**src/rtl/velocity_change_detector_core_assert.svh**
```systemverilog
// ----------------------------------------------------------------------------
// Assertion macros for the velocity change detector
// Shared concurrent checks, clocked on clk_i and disabled while rst_ni is low.
// ----------------------------------------------------------------------------
`ifndef VELOCITY_CHANGE_DETECTOR_CORE_ASSERT_SVH
`define VELOCITY_CHANGE_DETECTOR_CORE_ASSERT_SVH

// same-cycle implication
`define VCD_ASSERT_NOW(lbl, ante, cons) \
  lbl: assert property (@(posedge clk_i) disable iff (!rst_ni) (ante) |-> (cons)) \
    else $error("vcd check failed");

// next-cycle implication
`define VCD_ASSERT_NEXT(lbl, ante, cons) \
  lbl: assert property (@(posedge clk_i) disable iff (!rst_ni) (ante) |=> (cons)) \
    else $error("vcd check failed");

`endif

```
**src/rtl/vcd_pkg.sv**
```systemverilog
// ----------------------------------------------------------------------------
// vcd_pkg
// Shared constants, codes and control structs of the velocity change detector.
// ----------------------------------------------------------------------------
package vcd_pkg;

  localparam int unsigned DEF_WINDOW_DEPTH = 16;
  localparam int unsigned DEF_VEL_WIDTH    = 16;

  // configuration port
  localparam int unsigned CFG_IDX_W  = 2;
  localparam int unsigned CFG_DATA_W = 16;
  localparam logic [CFG_IDX_W-1:0] REG_WINDOW_SAMPLES   = 2'd0;
  localparam logic [CFG_IDX_W-1:0] REG_CHANGE_THRESHOLD = 2'd1;

  localparam int unsigned WS_W  = 5;
  localparam int unsigned THR_W = 16;
  localparam logic [WS_W-1:0]  WS_RESET  = 5'd6;
  localparam logic [THR_W-1:0] THR_RESET = 16'd41;

  // item kinds on tuser
  localparam int unsigned ACT_W = 2;
  localparam logic [ACT_W-1:0] ACT_SAMPLE     = 2'd0;
  localparam logic [ACT_W-1:0] ACT_SEQ_START  = 2'd1;
  localparam logic [ACT_W-1:0] ACT_FULL_RESET = 2'd2;

  localparam int unsigned OUT_FIELDS_W = 4;
  localparam int unsigned OUT_TDATA_W  = 8;

  typedef struct packed {
    logic sample;  // write ring entry and re-sum the window
    logic empty;   // drop window contents
    logic clear;   // drop window contents and rewind write pointer
  } win_cmd_t;

  typedef struct packed {
    logic done;
    logic change;
  } jdg_stat_t;

endpackage

```
**src/rtl/velocity_change_detector_core.sv**
```systemverilog
// ----------------------------------------------------------------------------
// velocity_change_detector_core
// Windowed mean velocity change detector with stop request and settle report.
//
//   channel   dir  handshake               payload
//   cfg       in   cfg_valid_i/cfg_ready_o cfg_addr_i (register), cfg_data_i
//   s_axis    in   tvalid/tready           tdata velocities+flags, tuser kind
//   m_axis    out  tvalid/tready           tdata result flags
//
// A velocity item that is tested is swept and judged before the next accept:
// the ring sweep reads one RAM entry per cycle over the window fill after the
// item (at most N), then the change test runs eight steps on the shared
// multiplier. A sample without a full window and a reference skips the test.
// Sequence start, full reset and unused kinds go straight to the result. One
// item is in flight; the next is taken while its result still waits in the
// output register, and a finished item stalls while that register is full.
// No clearing pass after reset.
// ----------------------------------------------------------------------------
module velocity_change_detector_core import vcd_pkg::*; #(
  parameter  int unsigned WINDOW_DEPTH = DEF_WINDOW_DEPTH,
  parameter  int unsigned VEL_WIDTH    = DEF_VEL_WIDTH,
  localparam int unsigned IN_TDATA_W   = ((3 * VEL_WIDTH + 2 + 7) / 8) * 8
) (
  input  logic                   clk_i,
  input  logic                   rst_ni,
  input  logic                   cfg_valid_i,
  output logic                   cfg_ready_o,
  input  logic [CFG_IDX_W-1:0]   cfg_addr_i,
  input  logic [CFG_DATA_W-1:0]  cfg_data_i,
  input  logic                   s_axis_tvalid_i,
  output logic                   s_axis_tready_o,
  // vel_x, vel_y, vel_z, grasp_active, close_sent, zero pad
  input  logic [IN_TDATA_W-1:0]  s_axis_tdata_i,
  // action
  input  logic [ACT_W-1:0]       s_axis_tuser_i,
  output logic                   m_axis_tvalid_o,
  input  logic                   m_axis_tready_i,
  // stop_request, stabilized, change_seen, awaiting_stable, zero pad
  output logic [OUT_TDATA_W-1:0] m_axis_tdata_o
);

  localparam int unsigned SUM_W  = VEL_WIDTH + $clog2(WINDOW_DEPTH);
  localparam int unsigned NCNT_W = $clog2(WINDOW_DEPTH + 1);

  typedef enum logic [1:0] {ST_IDLE, ST_SWEEP, ST_JUDGE, ST_DONE} state_e;

  state_e                  state_q;
  logic [WS_W-1:0]         ws_q;
  logic [THR_W-1:0]        thr_q;
  logic [NCNT_W-1:0]       n_eff, fill, stable_inc;
  logic                    accept;
  logic [ACT_W-1:0]        action;
  win_cmd_t                win_cmd;
  logic                    win_done, jdg_start;
  jdg_stat_t               jdg;
  logic signed [SUM_W-1:0] sum [3];
  logic signed [SUM_W-1:0] ref_q [3];
  logic                    grasp_q, close_q;
  logic                    ref_valid_q, waiting_q, stop_sig_q;
  logic [NCNT_W-1:0]       stable_q;
  logic                    res_stop_q, res_stab_q, res_chg_q;
  logic                    out_valid_q;
  logic [OUT_FIELDS_W-1:0] out_data_q;
  logic                    res_load;

  assign cfg_ready_o     = 1'b1;
  assign s_axis_tready_o = (state_q == ST_IDLE);
  assign accept          = s_axis_tvalid_i && s_axis_tready_o;
  assign action          = s_axis_tuser_i;
  assign res_load        = (state_q == ST_DONE) && (!out_valid_q || m_axis_tready_i);

  always_ff @(posedge clk_i or negedge rst_ni) begin
    if (!rst_ni) begin
      ws_q  <= WS_RESET;
      thr_q <= THR_RESET;
    end else if (cfg_valid_i) begin
      if (cfg_addr_i == REG_WINDOW_SAMPLES) begin
        ws_q <= cfg_data_i[WS_W-1:0];
      end else if (cfg_addr_i == REG_CHANGE_THRESHOLD) begin
        thr_q <= cfg_data_i[THR_W-1:0];
      end
    end
  end

  // zero acts as one, oversize clamps to the ring depth
  always_comb begin
    if (ws_q == '0) begin
      n_eff = NCNT_W'(1);
    end else if (32'(ws_q) > 32'(WINDOW_DEPTH)) begin
      n_eff = NCNT_W'(WINDOW_DEPTH);
    end else begin
      n_eff = NCNT_W'(ws_q);
    end
  end

  assign stable_inc = NCNT_W'(stable_q + 1'b1);

  always_comb begin
    win_cmd.sample = accept && (action == ACT_SAMPLE);
    win_cmd.clear  = accept && (action == ACT_FULL_RESET);
    win_cmd.empty  = (accept && (action == ACT_SEQ_START)) ||
                     ((state_q == ST_JUDGE) && jdg.done && jdg.change && !close_q);
    jdg_start      = (state_q == ST_SWEEP) && win_done && (fill >= n_eff) && ref_valid_q;
  end

  vcd_window #(
    .WINDOW_DEPTH (WINDOW_DEPTH),
    .VEL_WIDTH    (VEL_WIDTH)
  ) u_window (
    .clk_i   (clk_i),
    .rst_ni  (rst_ni),
    .cmd_i   (win_cmd),
    .wdata_i (s_axis_tdata_i[3*VEL_WIDTH-1:0]),
    .n_i     (n_eff),
    .fill_o  (fill),
    .sum_o   (sum),
    .done_o  (win_done)
  );

  vcd_judge #(
    .WINDOW_DEPTH (WINDOW_DEPTH),
    .VEL_WIDTH    (VEL_WIDTH)
  ) u_judge (
    .clk_i   (clk_i),
    .rst_ni  (rst_ni),
    .start_i (jdg_start),
    .win_i   (sum),
    .ref_i   (ref_q),
    .thr_i   (thr_q),
    .n_i     (n_eff),
    .stat_o  (jdg)
  );

  // item payload and reference sums
  always_ff @(posedge clk_i) begin
    if (accept) begin
      grasp_q <= s_axis_tdata_i[3*VEL_WIDTH];
      close_q <= s_axis_tdata_i[3*VEL_WIDTH+1];
    end
    if ((state_q == ST_SWEEP && win_done && fill >= n_eff && !ref_valid_q) ||
        (state_q == ST_JUDGE && jdg.done && jdg.change)) begin
      ref_q <= sum;
    end
  end

  always_ff @(posedge clk_i or negedge rst_ni) begin
    if (!rst_ni) begin
      state_q     <= ST_IDLE;
      ref_valid_q <= 1'b0;
      waiting_q   <= 1'b0;
      stop_sig_q  <= 1'b0;
      stable_q    <= '0;
      res_stop_q  <= 1'b0;
      res_stab_q  <= 1'b0;
      res_chg_q   <= 1'b0;
      out_valid_q <= 1'b0;
      out_data_q  <= '0;
    end else begin
      if (res_load) begin
        out_valid_q <= 1'b1;
      end else if (m_axis_tready_i) begin
        out_valid_q <= 1'b0;
      end
      case (state_q)
        ST_IDLE: begin
          if (accept) begin
            res_stop_q <= 1'b0;
            res_stab_q <= 1'b0;
            res_chg_q  <= 1'b0;
            case (action)
              ACT_SAMPLE: begin
                state_q <= ST_SWEEP;
              end
              ACT_SEQ_START: begin
                stop_sig_q  <= 1'b0;
                ref_valid_q <= 1'b0;
                state_q     <= ST_DONE;
              end
              ACT_FULL_RESET: begin
                ref_valid_q <= 1'b0;
                waiting_q   <= 1'b0;
                stop_sig_q  <= 1'b0;
                stable_q    <= '0;
                state_q     <= ST_DONE;
              end
              default: begin
                state_q <= ST_DONE;
              end
            endcase
          end
        end
        ST_SWEEP: begin
          if (win_done) begin
            if (fill >= n_eff && ref_valid_q) begin
              state_q <= ST_JUDGE;
            end else begin
              // first full window only loads the reference
              if (fill >= n_eff) begin
                ref_valid_q <= 1'b1;
              end
              state_q <= ST_DONE;
            end
          end
        end
        ST_JUDGE: begin
          if (jdg.done) begin
            res_chg_q <= jdg.change;
            if (jdg.change && !close_q) begin
              if (grasp_q && !stop_sig_q) begin
                res_stop_q <= 1'b1;
                stop_sig_q <= 1'b1;
              end
              waiting_q <= 1'b1;
              stable_q  <= '0;
            end else if (!jdg.change && waiting_q && !close_q) begin
              if (stable_inc >= n_eff) begin
                res_stab_q <= 1'b1;
                waiting_q  <= 1'b0;
                stable_q   <= '0;
                stop_sig_q <= 1'b0;
              end else begin
                stable_q <= stable_inc;
              end
            end
            state_q <= ST_DONE;
          end
        end
        ST_DONE: begin
          if (res_load) begin
            out_data_q <= {waiting_q, res_chg_q, res_stab_q, res_stop_q};
            state_q    <= ST_IDLE;
          end
        end
        default: begin
          state_q <= ST_IDLE;
        end
      endcase
    end
  end

  assign m_axis_tvalid_o = out_valid_q;
  assign m_axis_tdata_o  = {{(OUT_TDATA_W - OUT_FIELDS_W){1'b0}}, out_data_q};

`include "velocity_change_detector_core_assert.svh"

  `VCD_ASSERT_NOW(a_stable_only_waiting, !waiting_q, stable_q == '0)
  `VCD_ASSERT_NOW(a_judge_needs_ref, jdg_start, ref_valid_q)
  `VCD_ASSERT_NOW(a_sweep_done_in_sweep, win_done, state_q == ST_SWEEP)
  `VCD_ASSERT_NOW(a_no_stop_and_settle, out_valid_q, !(out_data_q[0] && out_data_q[1]))
  `VCD_ASSERT_NEXT(a_judge_to_result, state_q == ST_JUDGE && jdg.done, state_q == ST_DONE)

endmodule

```
**src/rtl/vcd_ram.sv**
```systemverilog
// ----------------------------------------------------------------------------
// vcd_ram
// Generic single write port RAM with one registered read port.
// ----------------------------------------------------------------------------
module vcd_ram #(
  parameter  int unsigned WIDTH = 8,
  parameter  int unsigned DEPTH = 16,
  localparam int unsigned AW    = $clog2(DEPTH)
) (
  input  logic             clk_i,
  input  logic             we_i,
  input  logic [AW-1:0]    waddr_i,
  input  logic [WIDTH-1:0] wdata_i,
  input  logic             re_i,
  input  logic [AW-1:0]    raddr_i,
  output logic [WIDTH-1:0] rdata_o
);

  logic [WIDTH-1:0] mem_q [DEPTH];
  logic [WIDTH-1:0] rdata_q;

  always_ff @(posedge clk_i) begin
    if (we_i) begin
      mem_q[waddr_i] <= wdata_i;
    end
    if (re_i) begin
      rdata_q <= mem_q[raddr_i];
    end
  end

  assign rdata_o = rdata_q;

endmodule

```
**src/rtl/vcd_window.sv**
```systemverilog
// ----------------------------------------------------------------------------
// vcd_window
// Sample ring in RAM, write pointer, fill count and the per-axis window sums,
// rebuilt newest first by a one-read-per-cycle sweep after each sample.
// ----------------------------------------------------------------------------
module vcd_window import vcd_pkg::*; #(
  parameter  int unsigned WINDOW_DEPTH = DEF_WINDOW_DEPTH,
  parameter  int unsigned VEL_WIDTH    = DEF_VEL_WIDTH,
  localparam int unsigned SUM_W        = VEL_WIDTH + $clog2(WINDOW_DEPTH),
  localparam int unsigned NCNT_W       = $clog2(WINDOW_DEPTH + 1),
  localparam int unsigned ENTRY_W      = 3 * VEL_WIDTH
) (
  input  logic                    clk_i,
  input  logic                    rst_ni,
  input  win_cmd_t                cmd_i,
  input  logic [ENTRY_W-1:0]      wdata_i,
  input  logic [NCNT_W-1:0]       n_i,
  output logic [NCNT_W-1:0]       fill_o,
  output logic signed [SUM_W-1:0] sum_o [3],
  output logic                    done_o
);

  localparam int unsigned PTR_W = $clog2(WINDOW_DEPTH);

  logic [PTR_W-1:0]  wr_ptr_q, rd_ptr_q;
  logic [NCNT_W-1:0] fill_q, cnt_q;
  logic [NCNT_W-1:0] fill_inc, fill_d;
  logic              issue_q, rvalid_q, rlast_q, done_q;
  logic [ENTRY_W-1:0] rdata;
  logic signed [SUM_W-1:0] sum_q [3];

  vcd_ram #(
    .WIDTH (ENTRY_W),
    .DEPTH (WINDOW_DEPTH)
  ) u_ring (
    .clk_i   (clk_i),
    .we_i    (cmd_i.sample),
    .waddr_i (wr_ptr_q),
    .wdata_i (wdata_i),
    .re_i    (issue_q),
    .raddr_i (rd_ptr_q),
    .rdata_o (rdata)
  );

  always_comb begin
    fill_inc = (fill_q < NCNT_W'(WINDOW_DEPTH)) ? NCNT_W'(fill_q + 1'b1) : fill_q;
    fill_d   = (fill_inc > n_i) ? n_i : fill_inc;
  end

  always_ff @(posedge clk_i or negedge rst_ni) begin
    if (!rst_ni) begin
      wr_ptr_q <= '0;
      rd_ptr_q <= '0;
      fill_q   <= '0;
      cnt_q    <= '0;
      issue_q  <= 1'b0;
      rvalid_q <= 1'b0;
      rlast_q  <= 1'b0;
      done_q   <= 1'b0;
    end else begin
      rvalid_q <= issue_q;
      rlast_q  <= issue_q && (NCNT_W'(cnt_q + 1'b1) == fill_q);
      done_q   <= rvalid_q && rlast_q;
      if (cmd_i.clear) begin
        wr_ptr_q <= '0;
        fill_q   <= '0;
        issue_q  <= 1'b0;
      end else if (cmd_i.empty) begin
        fill_q <= '0;
      end else if (cmd_i.sample) begin
        // newest entry is the one written now
        wr_ptr_q <= (wr_ptr_q == PTR_W'(WINDOW_DEPTH - 1)) ? '0 : PTR_W'(wr_ptr_q + 1'b1);
        rd_ptr_q <= wr_ptr_q;
        fill_q   <= fill_d;
        cnt_q    <= '0;
        issue_q  <= 1'b1;
      end else if (issue_q) begin
        rd_ptr_q <= (rd_ptr_q == '0) ? PTR_W'(WINDOW_DEPTH - 1) : PTR_W'(rd_ptr_q - 1'b1);
        cnt_q    <= NCNT_W'(cnt_q + 1'b1);
        if (NCNT_W'(cnt_q + 1'b1) == fill_q) begin
          issue_q <= 1'b0;
        end
      end
    end
  end

  always_ff @(posedge clk_i) begin
    if (cmd_i.sample) begin
      for (int a = 0; a < 3; a++) begin
        sum_q[a] <= '0;
      end
    end else if (rvalid_q) begin
      for (int a = 0; a < 3; a++) begin
        sum_q[a] <= sum_q[a] + SUM_W'(signed'(rdata[a*VEL_WIDTH +: VEL_WIDTH]));
      end
    end
  end

  assign fill_o = fill_q;
  assign sum_o  = sum_q;
  assign done_o = done_q;

endmodule

```
**src/rtl/vcd_judge.sv**
```systemverilog
// ----------------------------------------------------------------------------
// vcd_judge
// Change test: |window - reference|^2 against (threshold * N)^2, worked out
// on one shared registered multiplier in an eight-step sequence.
// ----------------------------------------------------------------------------
module vcd_judge import vcd_pkg::*; #(
  parameter  int unsigned WINDOW_DEPTH = DEF_WINDOW_DEPTH,
  parameter  int unsigned VEL_WIDTH    = DEF_VEL_WIDTH,
  localparam int unsigned SUM_W        = VEL_WIDTH + $clog2(WINDOW_DEPTH),
  localparam int unsigned NCNT_W       = $clog2(WINDOW_DEPTH + 1)
) (
  input  logic                    clk_i,
  input  logic                    rst_ni,
  input  logic                    start_i,
  input  logic signed [SUM_W-1:0] win_i [3],
  input  logic signed [SUM_W-1:0] ref_i [3],
  input  logic [THR_W-1:0]        thr_i,
  input  logic [NCNT_W-1:0]       n_i,
  output jdg_stat_t               stat_o
);

  localparam int unsigned DIFF_W = SUM_W + 1;
  localparam int unsigned T_W    = THR_W + NCNT_W;
  localparam int unsigned MUL_W  = (DIFF_W > T_W) ? DIFF_W : T_W;
  localparam int unsigned PROD_W = 2 * MUL_W;
  localparam int unsigned D2_W   = PROD_W + 2;
  localparam int unsigned STEP_W = 3;
  localparam logic [STEP_W-1:0] STEP_LAST = 3'd7;

  logic              busy_q, done_q, change_q;
  logic [STEP_W-1:0] step_q;
  logic [1:0]        axis;
  logic signed [DIFF_W-1:0] dif;
  logic [DIFF_W-1:0] mag;
  logic [MUL_W-1:0]  opa_q, opb_q;
  logic [PROD_W-1:0] prod_q;
  logic [D2_W-1:0]   d2_q;

  always_comb begin
    axis = (step_q == 3'd1) ? 2'd1 : ((step_q == 3'd2) ? 2'd2 : 2'd0);
    dif  = DIFF_W'(win_i[axis]) - DIFF_W'(ref_i[axis]);
    mag  = dif[DIFF_W-1] ? DIFF_W'(-dif) : DIFF_W'(dif);
  end

  always_ff @(posedge clk_i or negedge rst_ni) begin
    if (!rst_ni) begin
      busy_q <= 1'b0;
      done_q <= 1'b0;
      step_q <= '0;
    end else begin
      done_q <= busy_q && (step_q == STEP_LAST);
      if (start_i) begin
        busy_q <= 1'b1;
        step_q <= '0;
      end else if (busy_q) begin
        step_q <= STEP_W'(step_q + 1'b1);
        if (step_q == STEP_LAST) begin
          busy_q <= 1'b0;
        end
      end
    end
  end

  // steps 0..2 square the axis distances, 3..6 form (thr * n)^2, 7 compares
  always_ff @(posedge clk_i) begin
    prod_q <= PROD_W'(opa_q) * PROD_W'(opb_q);
    case (step_q)
      3'd0, 3'd1, 3'd2: begin
        opa_q <= MUL_W'(mag);
        opb_q <= MUL_W'(mag);
      end
      3'd3: begin
        opa_q <= MUL_W'(thr_i);
        opb_q <= MUL_W'(n_i);
      end
      3'd5: begin
        opa_q <= prod_q[MUL_W-1:0];
        opb_q <= prod_q[MUL_W-1:0];
      end
      default: begin
        opa_q <= opa_q;
        opb_q <= opb_q;
      end
    endcase
    if (busy_q) begin
      if (step_q == 3'd2) begin
        d2_q <= D2_W'(prod_q);
      end else if (step_q == 3'd3 || step_q == 3'd4) begin
        d2_q <= d2_q + D2_W'(prod_q);
      end
      if (step_q == STEP_LAST) begin
        change_q <= (d2_q >= D2_W'(prod_q));
      end
    end
  end

  assign stat_o.done   = done_q;
  assign stat_o.change = change_q;

endmodule

```
**config.mk**
```make
export PLATFORM = sky130hd
export DESIGN_NAME = velocity_change_detector_core
export DESIGN_NICKNAME = d
export VERILOG_FILES = /design/src/rtl/vcd_pkg.sv /design/src/rtl/velocity_change_detector_core.sv /design/src/rtl/vcd_ram.sv /design/src/rtl/vcd_window.sv /design/src/rtl/vcd_judge.sv
export VERILOG_INCLUDE_DIRS = /design/src /design/src/rtl
export SDC_FILE = /design/constraint.sdc
export NUM_CORES = 2
export LEC_CHECK = 0
export ABC_AREA = 1
export BUFFER_PORTS_ARGS = -buffer_cell sky130_fd_sc_hd__buf_4
export CAP_MARGIN = 20
export CORE_UTILIZATION = 60
export DETAILED_ROUTE_END_ITERATION = 16
export HOLD_SLACK_MARGIN = 0.06
export PLACE_DENSITY_LB_ADDON = 0.2
export SYNTH_ARGS = -nofsm -noshare
export SYNTH_HDL_FRONTEND = slang
export SYNTH_SLANG_ARGS = --single-unit
export TNS_END_PERCENT = 30
```
**constraint.sdc**
```tcl
create_clock -name clk_i -period 8.5 [get_ports clk_i]
set_input_delay 0.425 -clock clk_i [delete_from_list [all_inputs] [get_ports clk_i]]
set_output_delay 0.425 -clock clk_i [all_outputs]
set_load 0.01 [all_outputs]
```
==> run metrics <==
Worst-Skew Late Latency 0.75 ns; post-synthesis sequential area ratio 47.8%; Worst Skew 0.0788 ns; reg2reg start u_judge.opb_q[14]$_DFFE_PP_; vias in the first global route 49800; commonest cells after routing, fill and taps aside nand2_1 (1580), inv_1 (1106), edfxtp_1 (960); initial antenna violation count 3; Worst Setup Start Kind flip-flop; Synth Flop Type edfxtp_1; clk slew on worst S/H paths 0.06 ns; gr usage total 31.8%; async set-or-reset flop fraction in the synthesized netlist 5.85%; GRT overflow 0; hold path start cfg_data_i[1]; Tot Pwr 11.5 mW; Sequential Power Share 52.1%; MaxCap Viol Count 0; Initial Util 60.5%; outcome finished clean; Leak 33.4 nW; Die Span X 339 um; CP Data Required Time 9.12 ns; Comb power frac 1.5%; worst vdd ir 0.208 mV; critical-path maximum fanout 21; switch share 20.2%; final worst-path cycle share 82.1%; gp weighted congestion 0.983; internal power 9.21 mW; RSZ-0062 raised after global routing no; Worst EP arrival 7.59 ns; Setup Total Neg Slack 0 ns; worst hold margin 0.111 ns; hpwl dp 121 mm; Syn-to-layout area delta 9.99%; filler cell count 8875; clk buf depth 3; Fmax 143 MHz; post-layout min period 6.98 ns; Avg WL per Cell 20.8 um; worst-margin pin slew 1.23 ns; flops & latches, synth 1128; CTS root buffer clkbuf_16; Yosys cell types 63; Sequential Area 32500 um2; vias per cell 5.75; area occupied by multi-input gates 30300 um2; post_cts resized 0; worst rel slew slack 18.3%; CTS tree built; I/O pin count 92; Worst Path Class, Setup reg -> reg; CP Capture Type flip-flop; final WL 184 mm; Nets 8002; DRT Pass-1 Iters 9; hold crit path type in -> reg; number of vias in the routed layout 50700; # port buffers 80; fraction of layout cells with a size suffix above 1 6.15%; final hold violations 0; Cell Rows 123; Post-Syn Instances 7172; 1st-iter DRT viols 4316; die footprint 115000 um2; H-Tree Depth 3; CTS buffer count 117; core area 112000 um2; Syn Std Cell Area 68000 um2; number of routed nets with antenna violations 0; max-slew violations 0; Avg Cell Area, Syn 9.48 um2; Post-synth EDFFs 960; most common cell after layout, fill and taps aside nand2_1; Sw Pwr 2.33 mW; Power Density 154 nW/um2; Setup crit start u_judge.opb_q[14]$_DFFE_PP_; Die Y 339 um; Synthesis Warnings 0; final setup vio count 0; # DRC 0; Clk pwr share 46.3%; first-pass GRT wire length 282 mm; Sink Count 1128; largest net degree at the start of global routing 215
cells in the mapped netlist, types with 41 or more instances:
library cell	instances	area share [%]
dfrtp_1	61	2.2
a21oi_1	281	2.1
ha_1	345	6.3
o21ai_0	500	3.7
nor2_1	519	2.9
dfxtp_1	102	3.0
nand3_1	371	2.7
inv_1	1107	6.1
buf_2	41	0.30
nand4_1	111	1.0
clkbuf_1	229	1.3
o21bai_1	43	0.47
nand2_1	1582	8.7
xor2_1	82	1.1
o221ai_1	72	0.93
edfxtp_1	960	42
fa_1	357	11
registers in the layout, indices dropped and copies added, names as in the netlist, 3 cells and up:
| signal | flops |
|---|---|
| out_data_q | 4 |
| ws_q | 5 |
| u_judge.prod_q | 42 |
| u_judge.d2_q | 44 |
| u_judge.opb_q | 21 |
| u_window.wr_ptr_q | 4 |
| u_window.sum_o | 60 |
| u_judge.opa_q | 16 |
| stable_q | 5 |
| u_judge.step_q | 3 |
| u_window.cnt_q | 5 |
| u_window.u_ring.rdata_o | 48 |
| u_window.fill_o | 5 |
| ref_q | 60 |
| u_window.rd_ptr_q | 4 |
| thr_q | 16 |
| u_window.u_ring.mem_q | 768 |
routing by layer:
layer,GRT usage (%),part of all wire [%],up-vias
met1,40.8,39,24600
met4,13.2,4.2,2
met2,55.1,50,1929
li1,-,-,23800
met3,3.64,6.7,418
met5,0,0.0071,-
through the flow:
stage	cells	setup WS, ns	util, %	instance area (um2)
3_5_place_dp	8534	1.67	62.3	70100
3_3_place_gp	8534	1.62	62.3	70100
4_1_cts	8819	1.63	66.5	74800
6_report	8825	1.52	66.5	74800
5_1_grt	8822	1.28	66.5	74800
2_1_floorplan	7175	2.52	-	68000
power groups by stage:
stage                     Clock (mW)  Sequential (mW)  Combinational (mW)
after floorplan                    0             6.13              0.0532
after global placement             0             6.13               0.142
after detailed placement           0             6.13               0.148
after CTS                       5.40             6.02               0.174
after global routing            5.61             6.02               0.194
final                           5.35             6.02               0.176
cell families (layout without fill, tap and decap cells):
logic type      count (synthesis)  in the layout  synth area share [%]
simple gates                 2707           2707                  16.5
flops                        1128           1128                  47.8
mux                            12             12                 0.199
compound gates               1101           1101                  9.34
fa+ha+maj                     702            702                  16.9
xor+xnor                      106            106                  1.36
buf+inv                      1414           1560                  7.94
other cells                     2              9                0.0110
worst max-delay path, stage by stage, from the launching register on:
cell and delay [ns]:
edfxtp_1 1.12, nand2_1 0.16, fa_1 0.53, inv_1 0.05, fa_1 0.50, inv_1 0.06, fa_1 0.52, inv_1 0.05
fa_1 0.51, fa_1 0.43, fa_1 0.54, inv_1 0.07, fa_1 0.48, inv_1 0.04, ha_1 0.41, nand2_1 0.14
nor2_1 0.18, inv_1 0.10, nor4_2 0.27, nand2_1 0.09, nand3_1 0.14, nand2_1 0.07, nand2_1 0.09, nand3_1 0.08
nand2_1 0.08, xor2_1 0.17
repair_timing:
action                                  CTS  global route
endpoints found under the hold margin   844             0
endpoints found under the setup margin    0             0
hold buffers                             64             0
setup buffers                             0             0
area by class of cell:
class | instances | area share [%]
clock inverters | 74 | 1.24
clock buffers | 147 | 4.18
well taps | 1500 | 2.51
flip-flops and latches | 1128 | 43.5
diodes | 4 | 0.0134
multi-input cells | 4633 | 40.4
repair buffers | 218 | 2.48
inverters | 1121 | 5.64
worst paths after layout:
check | endpoint | slack (ns) | cells past startpoint
worst max-delay path | u_judge.prod_q[37]$_DFF_P_ | 1.52 | 25
worst min-delay path | ws_q[1]$_DFFE_PN1P_ | 0.11 | 3
worst max register to register | u_judge.prod_q[37]$_DFF_P_ | 1.52 | 25
worst min register to register | u_window.done_o$_DFF_PN0_ | 0.45 | 2
max in group asynchronous | u_window.rvalid_q$_DFF_PN0_ | 7.33 | 2
min in group asynchronous | state_q[1]$_DFFE_PN0P_ | 0.42 | 2
No activity file was read; power rests on OpenSTA's default activity.
